<file path="src/rtl/gfs_pkg.sv">
// Package for the format specification parser: payload structs, status codes
// and the character constants that the phase decisions compare against.
// No dependencies; the interfaces and the top level import it.
package gfs_pkg;

  typedef logic [1:0] status_t;

  localparam status_t ST_PENDING = 2'd0;
  localparam status_t ST_OK      = 2'd1;
  localparam status_t ST_UNKNOWN = 2'd2;
  localparam status_t ST_END     = 2'd3;

  localparam logic [7:0] CH_L       = 8'h4C;
  localparam logic [7:0] CH_T       = 8'h54;
  localparam logic [7:0] CH_A       = 8'h41;
  localparam logic [7:0] CH_I       = 8'h49;
  localparam logic [7:0] CH_N       = 8'h4E;
  localparam logic [7:0] CH_G       = 8'h47;
  localparam logic [7:0] CH_X       = 8'h58;
  localparam logic [7:0] CH_Y       = 8'h59;
  localparam logic [7:0] CH_D       = 8'h44;
  localparam logic [7:0] CH_M       = 8'h4D;
  localparam logic [7:0] CH_STAR    = 8'h2A;
  localparam logic [7:0] CH_PERCENT = 8'h25;
  localparam logic [7:0] CH_ZERO    = 8'h30;

  typedef struct packed {
    logic [7:0] byte_value;
    logic       end_of_data;
  } in_item_t;

  typedef struct packed {
    status_t    status;
    logic       byte_handed_back;
    logic       trailing_zeros;
    logic       incremental_mode;
    logic [7:0] x_integer_digits;
    logic [7:0] x_decimal_digits;
    logic [7:0] y_integer_digits;
    logic [7:0] y_decimal_digits;
  } out_item_t;

endpackage

</file>
<file path="src/rtl/gfs_in_if.sv">
// Input channel of the parser: one text byte or an end-of-data mark per transfer.
// Depends on gfs_pkg for the payload struct.
interface gfs_in_if;
  import gfs_pkg::*;

  logic     valid;
  logic     ready;
  in_item_t data;

  modport source (output valid, output data, input ready);
  modport sink (input valid, input data, output ready);
endinterface

</file>
<file path="src/rtl/gfs_out_if.sv">
// Result channel of the parser: status, handed-back flag and parsed fields.
// Depends on gfs_pkg for the payload struct.
interface gfs_out_if;
  import gfs_pkg::*;

  logic      valid;
  logic      ready;
  out_item_t data;

  modport source (output valid, output data, input ready);
  modport sink (input valid, input data, output ready);
endinterface

</file>
<file path="src/rtl/gerber_format_spec_parser.sv">
// Top level of the format specification parser: phase register, parsed fields
// and the result register. Depends on gfs_pkg, gfs_in_if and gfs_out_if.
//
//   channel  direction  payload per transfer
//   req      in         byte_value, end_of_data
//   rsp      out        status, byte_handed_back, mode flags, four digit counts
//
// Each byte passes through the phase decision, which sits between the parse state
// and the result register; one byte is taken every cycle while rsp is not stalled.
// A result is registered and appears in the cycle after its byte is transferred.
// req.ready is high whenever the result register is empty or is being taken,
// so a stalled rsp holds the result and stops new bytes after one.
// Reset (rst, synchronous) returns to the zero mode phase and clears the fields.
module gerber_format_spec_parser (
  input  logic       clk,
  input  logic       rst,
  gfs_in_if.sink     req,
  gfs_out_if.source  rsp
);
  import gfs_pkg::*;

  typedef enum logic [3:0] {
    PH_ZERO_MODE  = 4'd0,
    PH_COORD_MODE = 4'd1,
    PH_SKIP_NG    = 4'd2,
    PH_X_INT      = 4'd3,
    PH_X_DEC      = 4'd4,
    PH_EXPECT_Y   = 4'd5,
    PH_Y_INT      = 4'd6,
    PH_Y_DEC      = 4'd7,
    PH_SKIP_DM    = 4'd8,
    PH_PERCENT    = 4'd9
  } phase_t;

  phase_t     phase, phase_next;
  logic       zero_mode, zero_mode_next;
  logic       coord_mode, coord_mode_next;
  logic [7:0] x_int, x_int_next;
  logic [7:0] x_dec, x_dec_next;
  logic [7:0] y_int, y_int_next;
  logic [7:0] y_dec, y_dec_next;
  status_t    status_next;
  logic       back_next;

  logic       out_valid;
  out_item_t  out_data;
  logic       accept;
  logic [7:0] b;
  logic [7:0] digit;

  assign req.ready = !out_valid || rsp.ready;
  assign accept    = req.valid && req.ready;
  assign b         = req.data.byte_value;
  assign digit     = b - CH_ZERO;

  assign rsp.valid = out_valid;
  assign rsp.data  = out_data;

  always_comb begin
    phase_next      = phase;
    zero_mode_next  = zero_mode;
    coord_mode_next = coord_mode;
    x_int_next      = x_int;
    x_dec_next      = x_dec;
    y_int_next      = y_int;
    y_dec_next      = y_dec;
    status_next     = ST_PENDING;
    back_next       = 1'b0;

    if (req.data.end_of_data) begin
      status_next = ST_END;
    end else begin
      case (phase)
        PH_COORD_MODE: begin
          if (b == CH_A) begin
            coord_mode_next = 1'b0;
            phase_next      = PH_SKIP_NG;
          end else if (b == CH_I) begin
            coord_mode_next = 1'b1;
            phase_next      = PH_SKIP_NG;
          end else begin
            status_next = ST_UNKNOWN;
          end
        end
        PH_SKIP_NG: begin
          if (b == CH_X) begin
            phase_next = PH_X_INT;
          end else if (b != CH_N && b != CH_G) begin
            status_next = ST_UNKNOWN;
          end
        end
        PH_X_INT: begin
          x_int_next = digit;
          phase_next = PH_X_DEC;
        end
        PH_X_DEC: begin
          x_dec_next = digit;
          phase_next = PH_EXPECT_Y;
        end
        PH_EXPECT_Y: begin
          if (b == CH_Y) begin
            phase_next = PH_Y_INT;
          end else begin
            status_next = ST_UNKNOWN;
          end
        end
        PH_Y_INT: begin
          y_int_next = digit;
          phase_next = PH_Y_DEC;
        end
        PH_Y_DEC: begin
          y_dec_next = digit;
          phase_next = PH_SKIP_DM;
        end
        PH_SKIP_DM: begin
          if (b == CH_STAR) begin
            phase_next = PH_PERCENT;
          end else if (b != CH_D && b != CH_M) begin
            status_next = ST_UNKNOWN;
          end
        end
        PH_PERCENT: begin
          if (b == CH_PERCENT) begin
            status_next = ST_OK;
          end else begin
            // A missing percent leaves the byte for the caller.
            status_next = ST_UNKNOWN;
            back_next   = 1'b1;
          end
        end
        default: begin
          if (b == CH_L) begin
            zero_mode_next = 1'b0;
            phase_next     = PH_COORD_MODE;
          end else if (b == CH_T) begin
            zero_mode_next = 1'b1;
            phase_next     = PH_COORD_MODE;
          end else begin
            status_next = ST_UNKNOWN;
          end
        end
      endcase
    end

    if (status_next != ST_PENDING) begin
      phase_next = PH_ZERO_MODE;
    end
  end

  always_ff @(posedge clk) begin
    if (rst) begin
      phase      <= PH_ZERO_MODE;
      zero_mode  <= 1'b0;
      coord_mode <= 1'b0;
      x_int      <= '0;
      x_dec      <= '0;
      y_int      <= '0;
      y_dec      <= '0;
      out_valid  <= 1'b0;
    end else begin
      if (accept) begin
        phase      <= phase_next;
        zero_mode  <= zero_mode_next;
        coord_mode <= coord_mode_next;
        x_int      <= x_int_next;
        x_dec      <= x_dec_next;
        y_int      <= y_int_next;
        y_dec      <= y_dec_next;
        out_valid  <= 1'b1;
      end else if (rsp.ready) begin
        out_valid <= 1'b0;
      end
    end
  end

  always_ff @(posedge clk) begin
    if (accept) begin
      out_data.status           <= status_next;
      out_data.byte_handed_back <= back_next;
      out_data.trailing_zeros   <= zero_mode_next;
      out_data.incremental_mode <= coord_mode_next;
      out_data.x_integer_digits <= x_int_next;
      out_data.x_decimal_digits <= x_dec_next;
      out_data.y_integer_digits <= y_int_next;
      out_data.y_decimal_digits <= y_dec_next;
    end
  end

  a_accept_fills_result: assert property (@(posedge clk) disable iff (rst)
    accept |=> out_valid)
    else $error("accepted byte produced no result");

  a_end_restarts: assert property (@(posedge clk) disable iff (rst)
    accept && req.data.end_of_data |=> phase == PH_ZERO_MODE && out_data.status == ST_END)
    else $error("end of data did not restart the parse");

  a_handback_unknown: assert property (@(posedge clk) disable iff (rst)
    out_valid && out_data.byte_handed_back |-> out_data.status == ST_UNKNOWN)
    else $error("handed-back byte without unknown format status");

  a_ok_from_percent: assert property (@(posedge clk) disable iff (rst)
    accept && !req.data.end_of_data && phase == PH_PERCENT && b == CH_PERCENT
      |=> out_data.status == ST_OK && phase == PH_ZERO_MODE)
    else $error("closing percent did not complete the parse");

  a_pending_keeps_phase_live: assert property (@(posedge clk) disable iff (rst)
    accept && status_next == ST_PENDING |-> phase_next != PH_ZERO_MODE)
    else $error("pending status left the parser in its first phase");

endmodule
</file>
<file path="src/flat_wrapper.sv">
// flat-port wrapper written by rule: the top's interface ports become plain ports
module gerber_format_spec_parser_flat import gfs_pkg::*;
  (clk, rst, req_valid, req_data, req_ready, rsp_valid, rsp_data, rsp_ready);
  gfs_in_if req_i ();
  gfs_out_if rsp_i ();
  input  logic clk;
  input  logic rst;
  input wire logic [$bits(req_i.valid)-1:0] req_valid;
  input wire logic [$bits(req_i.data)-1:0] req_data;
  output wire logic [$bits(req_i.ready)-1:0] req_ready;
  output wire logic [$bits(rsp_i.valid)-1:0] rsp_valid;
  output wire logic [$bits(rsp_i.data)-1:0] rsp_data;
  input wire logic [$bits(rsp_i.ready)-1:0] rsp_ready;
  assign req_i.valid = req_valid;
  assign req_i.data = req_data;
  assign req_ready = req_i.ready;
  assign rsp_valid = rsp_i.valid;
  assign rsp_data = rsp_i.data;
  assign rsp_i.ready = rsp_ready;
  gerber_format_spec_parser u_core (.clk(clk), .rst(rst), .req(req_i), .rsp(rsp_i));
endmodule
</file>
<file path="config.mk">
export PLATFORM = sky130hd
export DESIGN_NAME = gerber_format_spec_parser_flat
export DESIGN_NICKNAME = d
export VERILOG_FILES = /design/src/rtl/gfs_pkg.sv /design/src/rtl/gfs_in_if.sv /design/src/rtl/gfs_out_if.sv /design/src/rtl/gerber_format_spec_parser.sv /design/src/flat_wrapper.sv
export SDC_FILE = /design/constraint.sdc
export NUM_CORES = 1
export LEC_CHECK = 0
export ABC_AREA = 1
export BUFFER_PORTS_ARGS = -buffer_cell sky130_fd_sc_hd__buf_2
export CORE_MARGIN = 5
export CORE_UTILIZATION = 53
export CTS_BUF_LIST = sky130_fd_sc_hd__clkbuf_4 sky130_fd_sc_hd__clkbuf_8
export CTS_CLUSTER_SIZE = 10
export DETAILED_ROUTE_END_ITERATION = 8
export HOLD_SLACK_MARGIN = 0.08
export PLACE_DENSITY = 0.78
export SLEW_MARGIN = 20
export SYNTH_ARGS = -nofsm -noshare
export SYNTH_HDL_FRONTEND = slang
export SYNTH_SLANG_ARGS = --single-unit
</file>
<file path="constraint.sdc">
create_clock -name clk -period 1.6 [get_ports clk]
set_input_delay 0.16 -clock clk [delete_from_list [all_inputs] [get_ports clk]]
set_output_delay 0.16 -clock clk [all_outputs]
set_load 0.005 [all_outputs]
</file>
==> key figures, run 1 <==
Final layout
  – Fin cells: between 600 and 700
  – Fin nets: roughly 540
  – Layout cells sized above 1: 31.5%
  – Ant. Diodes: 0
  – Core Util, Final: roughly 70%
  – Layout area overhead: 26.3%
  – Design area: ~4500 um^2

Power and ir drop
  – Power Dens Cells: around 1000 nW/um^2
  – Switching power: about 1.3 mW
  – Worst-case vdd ir drop: between 0.0004 and 0.0005 V
  – Overall power after layout: around 4.5 mW
  – Switching share of power: about 30%
  – Clk pwr share: between 20% and 30%
  – Leakage power: about 2.2 nW
  – Combinational Power Share: between 20% and 30%
  – Sequential share of power: between 50% and 60%
  – Internal power: between 3 and 4 mW

Clock network
  – Clock transition at the registers of the reported paths: approximately 80 ps
  – Htree depth: 3
  – CTS tree: done
  – Clock Root Buffer: clkbuf_8
  – Max clock buf depth: 2
  – CTS hold repair buffers: 0
  – Clk sinks: 76
  – Skew-Pair Late Insertion Delay: about 350 ps
  – Cts bufs inserted: 9

Synth
  – Synth cell types: 27
  – Mapped Nets: about 460
  – Sequential area share after synthesis: a little over half
  – EDFF count, synth: 37
  – Synth Area per Inst: 8.06 um^2
  – Post-Synthesis Cell Area: about 3600 um^2
  – Synth Register Bits: 76
  – Top cells by count, synth: nand2_1, inv_1, o21ai_0
  – Synth area leaders: edfxtp_1, dfxtp_1, o21ai_0
  – Cell taking the most area after synthesis: edfxtp_1
  – Ys async rst share: 0%
  – Post-Syn Instances: 441
  – Count leader, synth: nand2_1
  – Synth top area share: 31.3%
  – Primary FF master, synth: dfxtp_1
  – Synth Warn #: 0

Outcome
  – Status: complete, but fails checks
  – Failing checks: negative setup slack

Setup path
  – Critical Path RT: approximately 1700 ps
  – R2r endpoint: u_core.rsp.data[36]
  – CP Capture Type: register
  – Critical Path Source Type: register
  – CP max FO: 5
  – CP cell instances: buf_6, nand3_2, inv_1, nand2_1, nor2_1, nor2_2, nand2_2, nor2_8, buf_4, inv_2, buf_4
  – Worst reg2reg path depth: 11
  – Worst path max stage delay: 370 ps
  – Setup CP Type: reg -> reg
  – R2R Path Start: u_core.phase[3]
  – R2R Setup Slk: -20 ps
  – CP dominant cell by count: buf_4
  – Worst EP arrival: between 1500 and 2000 ps
  – Crit-path slowest cell: dfxtp_4

STA
  – Fin crit share: 101%
  – Tightest Pin Transition: between 300 and 400 ps
  – Slew margin rel.: between 70 and 80%
  – Tmin final: 1620 ps
  – Hold Fails Final Rpt: 0
  – Worst Clk Skew: approximately 9.9 ps
  – Setup TNS: -26.3 ps
  – Final WS setup: -21.4 ps
  – # setup viols final: 2
  – Max-slew violations: 0
  – WHS: 108 ps
  – RSZ-0062 raised after global routing: yes
  – Fmax achieved: 617 MHz

Floorplan
  – Full die area: around 8400 um^2
  – Chip height: a little over 90 um
  – Core area: roughly 6400 um^2
  – Initial Utilization: a little under three fifths
  – Die width: 91.9 um
  – Io pins: between 50 and 60
  – Std cell rows: 29

Drt
  – Drt drc: 0
  – Starting DRT DRC Count: between 200 and 250
  – Via count: approximately 3100
  – Final antenna-violating net count: 0
  – DRT Wirelength: between 8000 and 9000 um
  – Routed wire per std cell: 13.6 um
  – DR vias/cell: roughly 5.2
  – Drt first pass iters: 4

Placement
  – Post-placement cell count: 586
  – Routability cong.: approximately 0.92
  – Setup WS pre-CTS: -186 ps
  – Port-buffer cells: 51
  – Placed cell areas: slightly above 4000 um^2
  – Post-DP HPWL: about 5800 um

Global route
  – Initial antenna violation count: 0
  – Vias in the first global route: ~3000
  – Largest net degree at the start of global routing: between 40 and 50
  – First-pass GRT wire length: between 10000 and 15000 um
  – GRT Overall Usage: between 20% and 30%
  – Grt ovf: 0

Min path
  – Worst hold endpoint: u_core.rsp.valid
  – Hold Path Class: in -> reg
  – Hold path depth: 4
  – Hold Crit Start: rsp_ready

Flow run
  – MaxCap Viol Count: 0
-- flip-flops by register name, indices dropped and copies added (netlist names) --
| name | cells |
|---|---|
| u_core.x_dec | 8 |
| u_core.coord_mode | 1 |
| u_core.y_dec | 8 |
| u_core.phase | 4 |
| u_core.x_int | 8 |
| u_core.rsp.data | 37 |
| u_core.y_int | 8 |
| u_core.rsp.valid | 1 |
| u_core.zero_mode | 1 |
-- kinds of logic (layout without fill, tap and decap cells) --
| logic type | after synthesis | in the layout | synth area share (%) |
|---|---|---|---|
| simple gates | 164 | 164 | 20.5 |
| xor+xnor | 2 | 2 | 0.493 |
| buf+inv | 98 | 187 | 10.5 |
| compound gates | 97 | 97 | 13.9 |
| flops | 76 | 76 | 53.2 |
| fa+ha+maj | 4 | 4 | 1.41 |
-- layout by cell type, fill, tap and decap left out, types with 2 or more instances in the layout --
cell         n
nand4_1      2
clkinvlp_4   2
a21oi_2      3
inv_2       14
buf_2       51
clkbuf_8     9
nand2_1     67
nor2_2       9
buf_6        2
edfxtp_1    37
nor2_1      45
buf_4       33
o21ai_0     63
nor2_4       5
dfxtp_4      4
nand3_1      9
buf_12       3
inv_1       68
nand2_4      2
nand2_2     13
nand3_2      4
nor3_2       3
a21oi_1     24
nand3_4      2
dfxtp_1     35
ha_1         4
o21ai_1      3
-- worst max-delay path by stage --
stage | startpoint | to | slack, ps
6_report | u_core.phase[3] | u_core.rsp.data[36] | -20
5_1_grt | u_core.phase[3] | u_core.phase[1] | -110
4_1_cts | u_core.phase[3] | u_core.phase[1] | 5
3_5_place_dp | req_data[5] | u_core.phase[0] | -190
3_3_place_gp | req_data[5] | u_core.phase[1] | -110
2_1_floorplan | u_core.rsp.valid | u_core.y_int[5] | 60
-- repair_timing --
action,in CTS,in global routing
gates cloned,0,0
gates resized for setup,7,46
pin swaps,0,19
endpoints found under the setup margin,5,14
setup buffers,0,5
-- power groups by stage --
stage               Sequential, mW  Clock (mW)  Combinational, mW
global placement              2.31           0              0.747
finish                        2.29        1.29              0.892
floorplan                     2.32           0              0.459
detailed placement            2.32           0              0.773
CTS                           2.27        1.31              0.790
global route                  2.30        1.40              0.997
-- worst max-delay path: cells and delay by family (launching register included) --
family / cells / cell delay [ps]
buffers and inverters: 5 / 460
flip-flops: 1 / 370
AND/OR/NAND/NOR: 6 / 550
-- metal layers --
metal	global-route usage [%]	vias up	share of wire (%)
met4	9.16	0	2.2
met2	31.7	98	48
met3	4.26	21	5.7
met1	26.4	1447	44
li1	-	1576	-
met5	0	-	0
-- cell type report --
cell class              instances  area [um^2]
clock inverters                 6         41.3
clock buffers                  10          131
fillers                       502         1930
flip-flops and latches         76         1910
repair buffers                 89          586
multi-input cells             267         1420
inverters                      82          308
well taps                      77         96.3
Note: power is estimated with default switching activity, not from simulation.
==> inputs of run 2 (changes only) <==
- ABC_AREA: 1 -> unset
- REMOVE_ABC_BUFFERS: unset -> 1
- clock period: 1.6 -> 1.4 ns (I/O delays scaled with it)
==> run 2 against run 1 <==
Compared with the run above:
- the flow still finishes with violations (negative setup slack)
- synthesized cell count is 24% lower
- critical path depth is 5 lower
- power is 9.0% higher
- design area is 21% higher
- setup slack worse by 660 ps
- cell count is 9.2% lower
- clock-buffer cell count is 1 lower
- register-to-register slack worse by 660 ps
- routed wire length is 54% higher
- largest power group unchanged
==> key figures, run 2 <==
Placement
  – Routability cong.: between 0.8 and 0.9
  – Port-buffer cells: 51
  – Placed cell areas: 4170 um^2
  – Post-DP HPWL: about 6400 um

Floorplan
  – Chip height: approximately 90 um
  – Full die area: about 8100 um^2
  – Initial Utilization: a little over half
  – Std cell rows: 29
  – Io pins: 52
  – Core area: between 6000 and 7000 um^2
  – Die width: approximately 90 um

Synth
  – Cell taking the most area after synthesis: edfxtp_1
  – Synth area leaders: edfxtp_1, dfxtp_1, nand2_1
  – Adder-cell share of the synthesized area: between 1 and 1.5%
  – Post-Synthesis Cell Area: 3410 um^2
  – Primary FF master, synth: dfxtp_1
  – Sequential area share after synthesis: between 50% and 60%
  – Ys async rst share: 0%
  – Top cells by count, synth: nand2_1, dfxtp_1, edfxtp_1
  – Count leader, synth: nand2_1
  – EDFF count, synth: 37
  – Synthesized-area fraction occupied by and/or/nand/nor cells: roughly 17%
  – Main combinational cell family by area after synthesis: simple AND/OR/NAND/NOR gates
  – Synth Register Bits: 76
  – Synth Warn #: 0
  – Compound-Gate Fraction of Synth Area: about an eighth
  – Synth cell types: roughly 50
  – Post-Syn Instances: 335
  – Post-synthesis mux area share: 8.33%
  – XOR/XNOR share of the synthesized area: under 10%
  – Synth top area share: between 30% and 40%
  – Synth Area per Inst: ~10 um^2

STA
  – Setup TNS: -30100 ps
  – RSZ-0062 raised after global routing: yes
  – Max-slew violations: 0
  – Worst Clk Skew: around 12 ps
  – Fmax achieved: 480 MHz
  – Fin crit share: 149%
  – Tmin final: 2080 ps
  – # setup viols final: 75
  – WHS: approximately 56 ps
  – Hold Fails Final Rpt: 0
  – Slew margin rel.: 50.5%
  – Final WS setup: -683 ps
  – Tightest Pin Transition: 739 ps

Drt
  – Starting DRT DRC Count: approximately 330
  – Drt drc: 0
  – M1 WL: 4720 um
  – DR vias/cell: roughly 6.1
  – Top sig layer: met4
  – Via count: 3383
  – DRT Wirelength: 12800 um
  – Met2 WL: ~6300 um
  – WL met3: roughly 1100 um
  – Routed wire per std cell: roughly 23 um
  – Drt first pass iters: 5
  – Final antenna-violating net count: 0

Global route
  – First-pass GRT wire length: around 16000 um
  – Largest net degree at the start of global routing: 37
  – Vias in the first global route: around 3200
  – Grt ovf: 0
  – GRT Overall Usage: approximately a quarter
  – Initial antenna violation count: 0

Power and ir drop
  – Leakage power: 2.17 nW
  – Worst-case vdd ir drop: 0.000971 V
  – Power Dens Cells: 900 nW/um^2
  – Overall power after layout: between 4 and 5 mW

Min path
  – Hold Crit Start: rst
  – Hold Path Class: in -> reg

Clock network
  – Clock Root Buffer: clkbuf_8
  – Max clock buf depth: 2
  – Skew-Pair Late Insertion Delay: 380 ps
  – Htree depth: 3
  – Clk sinks: 76
  – CTS hold repair buffers: 2
  – CTS tree: done
  – Cts bufs inserted: 9
  – Clock transition at the registers of the reported paths: 90 ps

Final layout
  – Design area: roughly 5400 um^2
  – Core Util, Final: a little under nine tenths
  – Ant. Diodes: 0
  – Layout cells sized above 1: slightly above 60%
  – Area of the multi-input gates: around 2000 um^2
  – Sequential cell area: around 1900 um^2
  – Layout area overhead: 58.6%
  – Fin nets: around 490
  – Number of flip-flops in the largest register: 37
  – Fill cell count: 289
  – Commonest non-fill, non-tap cells in the layout: buf_2, buf_4, edfxtp_1

Outcome
  – Status: complete, but fails checks
  – Failing checks: negative setup slack

Setup path
  – R2R Path Start: u_core.phase[2]
  – Critical Path Source Type: register
  – Critical Path RT: 1710 ps
  – Worst EP arrival: 2390 ps
  – CP startpoint: u_core.phase[2]
  – CP Capture Type: register
  – R2R Setup Slk: -680 ps
  – CP max FO: 5
  – Setup CP Type: reg -> reg

Flow run
  – MaxCap Viol Count: 0
## run 2: cell types whose count changed in the layout (fill, tap and decap cells not counted), sizes merged, moves of 3 or more
cell    previous run  this run
nand2b             0         7
nor2              60        19
nand3             15         5
o21ai             67        19
nand2             82        70
mux2               0        19
mux2i              0         7
inv               83        14
a211oi             1         6
clkinv             3         0
buf               89       142
## run 2: where the power goes
group	switching [mW]	internal, mW	total [mW]
logic	0.291	0.164	0.455
clock network	0.993	1.04	2.03
registers	0.0160	2.37	2.39
## run 2: logic make-up (layout without fill, tap and decap cells)
kind of cell,after synthesis,in the layout
buffers and inverters,32,171
and+or+nand+nor,123,123
xor gates and xnor gates,6,6
muxes,26,26
DFF,76,76
AOI/OAI and AO/OA,68,68
adders and majority gates,4,4
## run 2: metrics by stage
stage | std cells | setup WS, ps
finish | 551 | -683
global route | 551 | -729
CTS | 542 | -567
detailed placement | 504 | -740
global placement | 504 | -675
floorplan | 313 | -1370
## run 2: worst paths after layout
check                    end  depth (start not counted)
min reg2reg  u_core.y_int[3]                          2
max          u_core.phase[2]                          6
max reg2reg  u_core.phase[2]                          6
min          u_core.phase[2]                          3
## run 2: area by class of cell
type | instances | share of cell area [%]
multi-input cells | 227 | 36.6
flip-flops and latches | 76 | 35.2
repair buffers | 145 | 21.5
clock buffers | 9 | 2.29
clock inverters | 7 | 1.94
well taps | 77 | 1.78
inverters | 10 | 0.694
## run 2: what timing repair did
item,4_1_cts,5_1_grt
endpoints found under the hold margin,2,1
gates resized for setup,116,100
pin swaps,23,43
gates cloned,4,0
endpoints found under the setup margin,75,97
buffers inserted,16,16
## run 2: layer usage
| metal | track usage (%) | vias up |
|---|---|---|
| met5 | 0 | - |
| met2 | 42.8 | 226 |
| met1 | 31.2 | 1630 |
| met4 | 9.80 | 0 |
| li1 | - | 1455 |
| met3 | 6.76 | 72 |
## run 2: critical path, cell delays in order (launching register included)
cell	delay, ps
dfxtp_4	370
nand2b_1	160
a2111o_1	440
a211oi_4	330
nand2_2	110
or4_4	480
o21ai_2	110
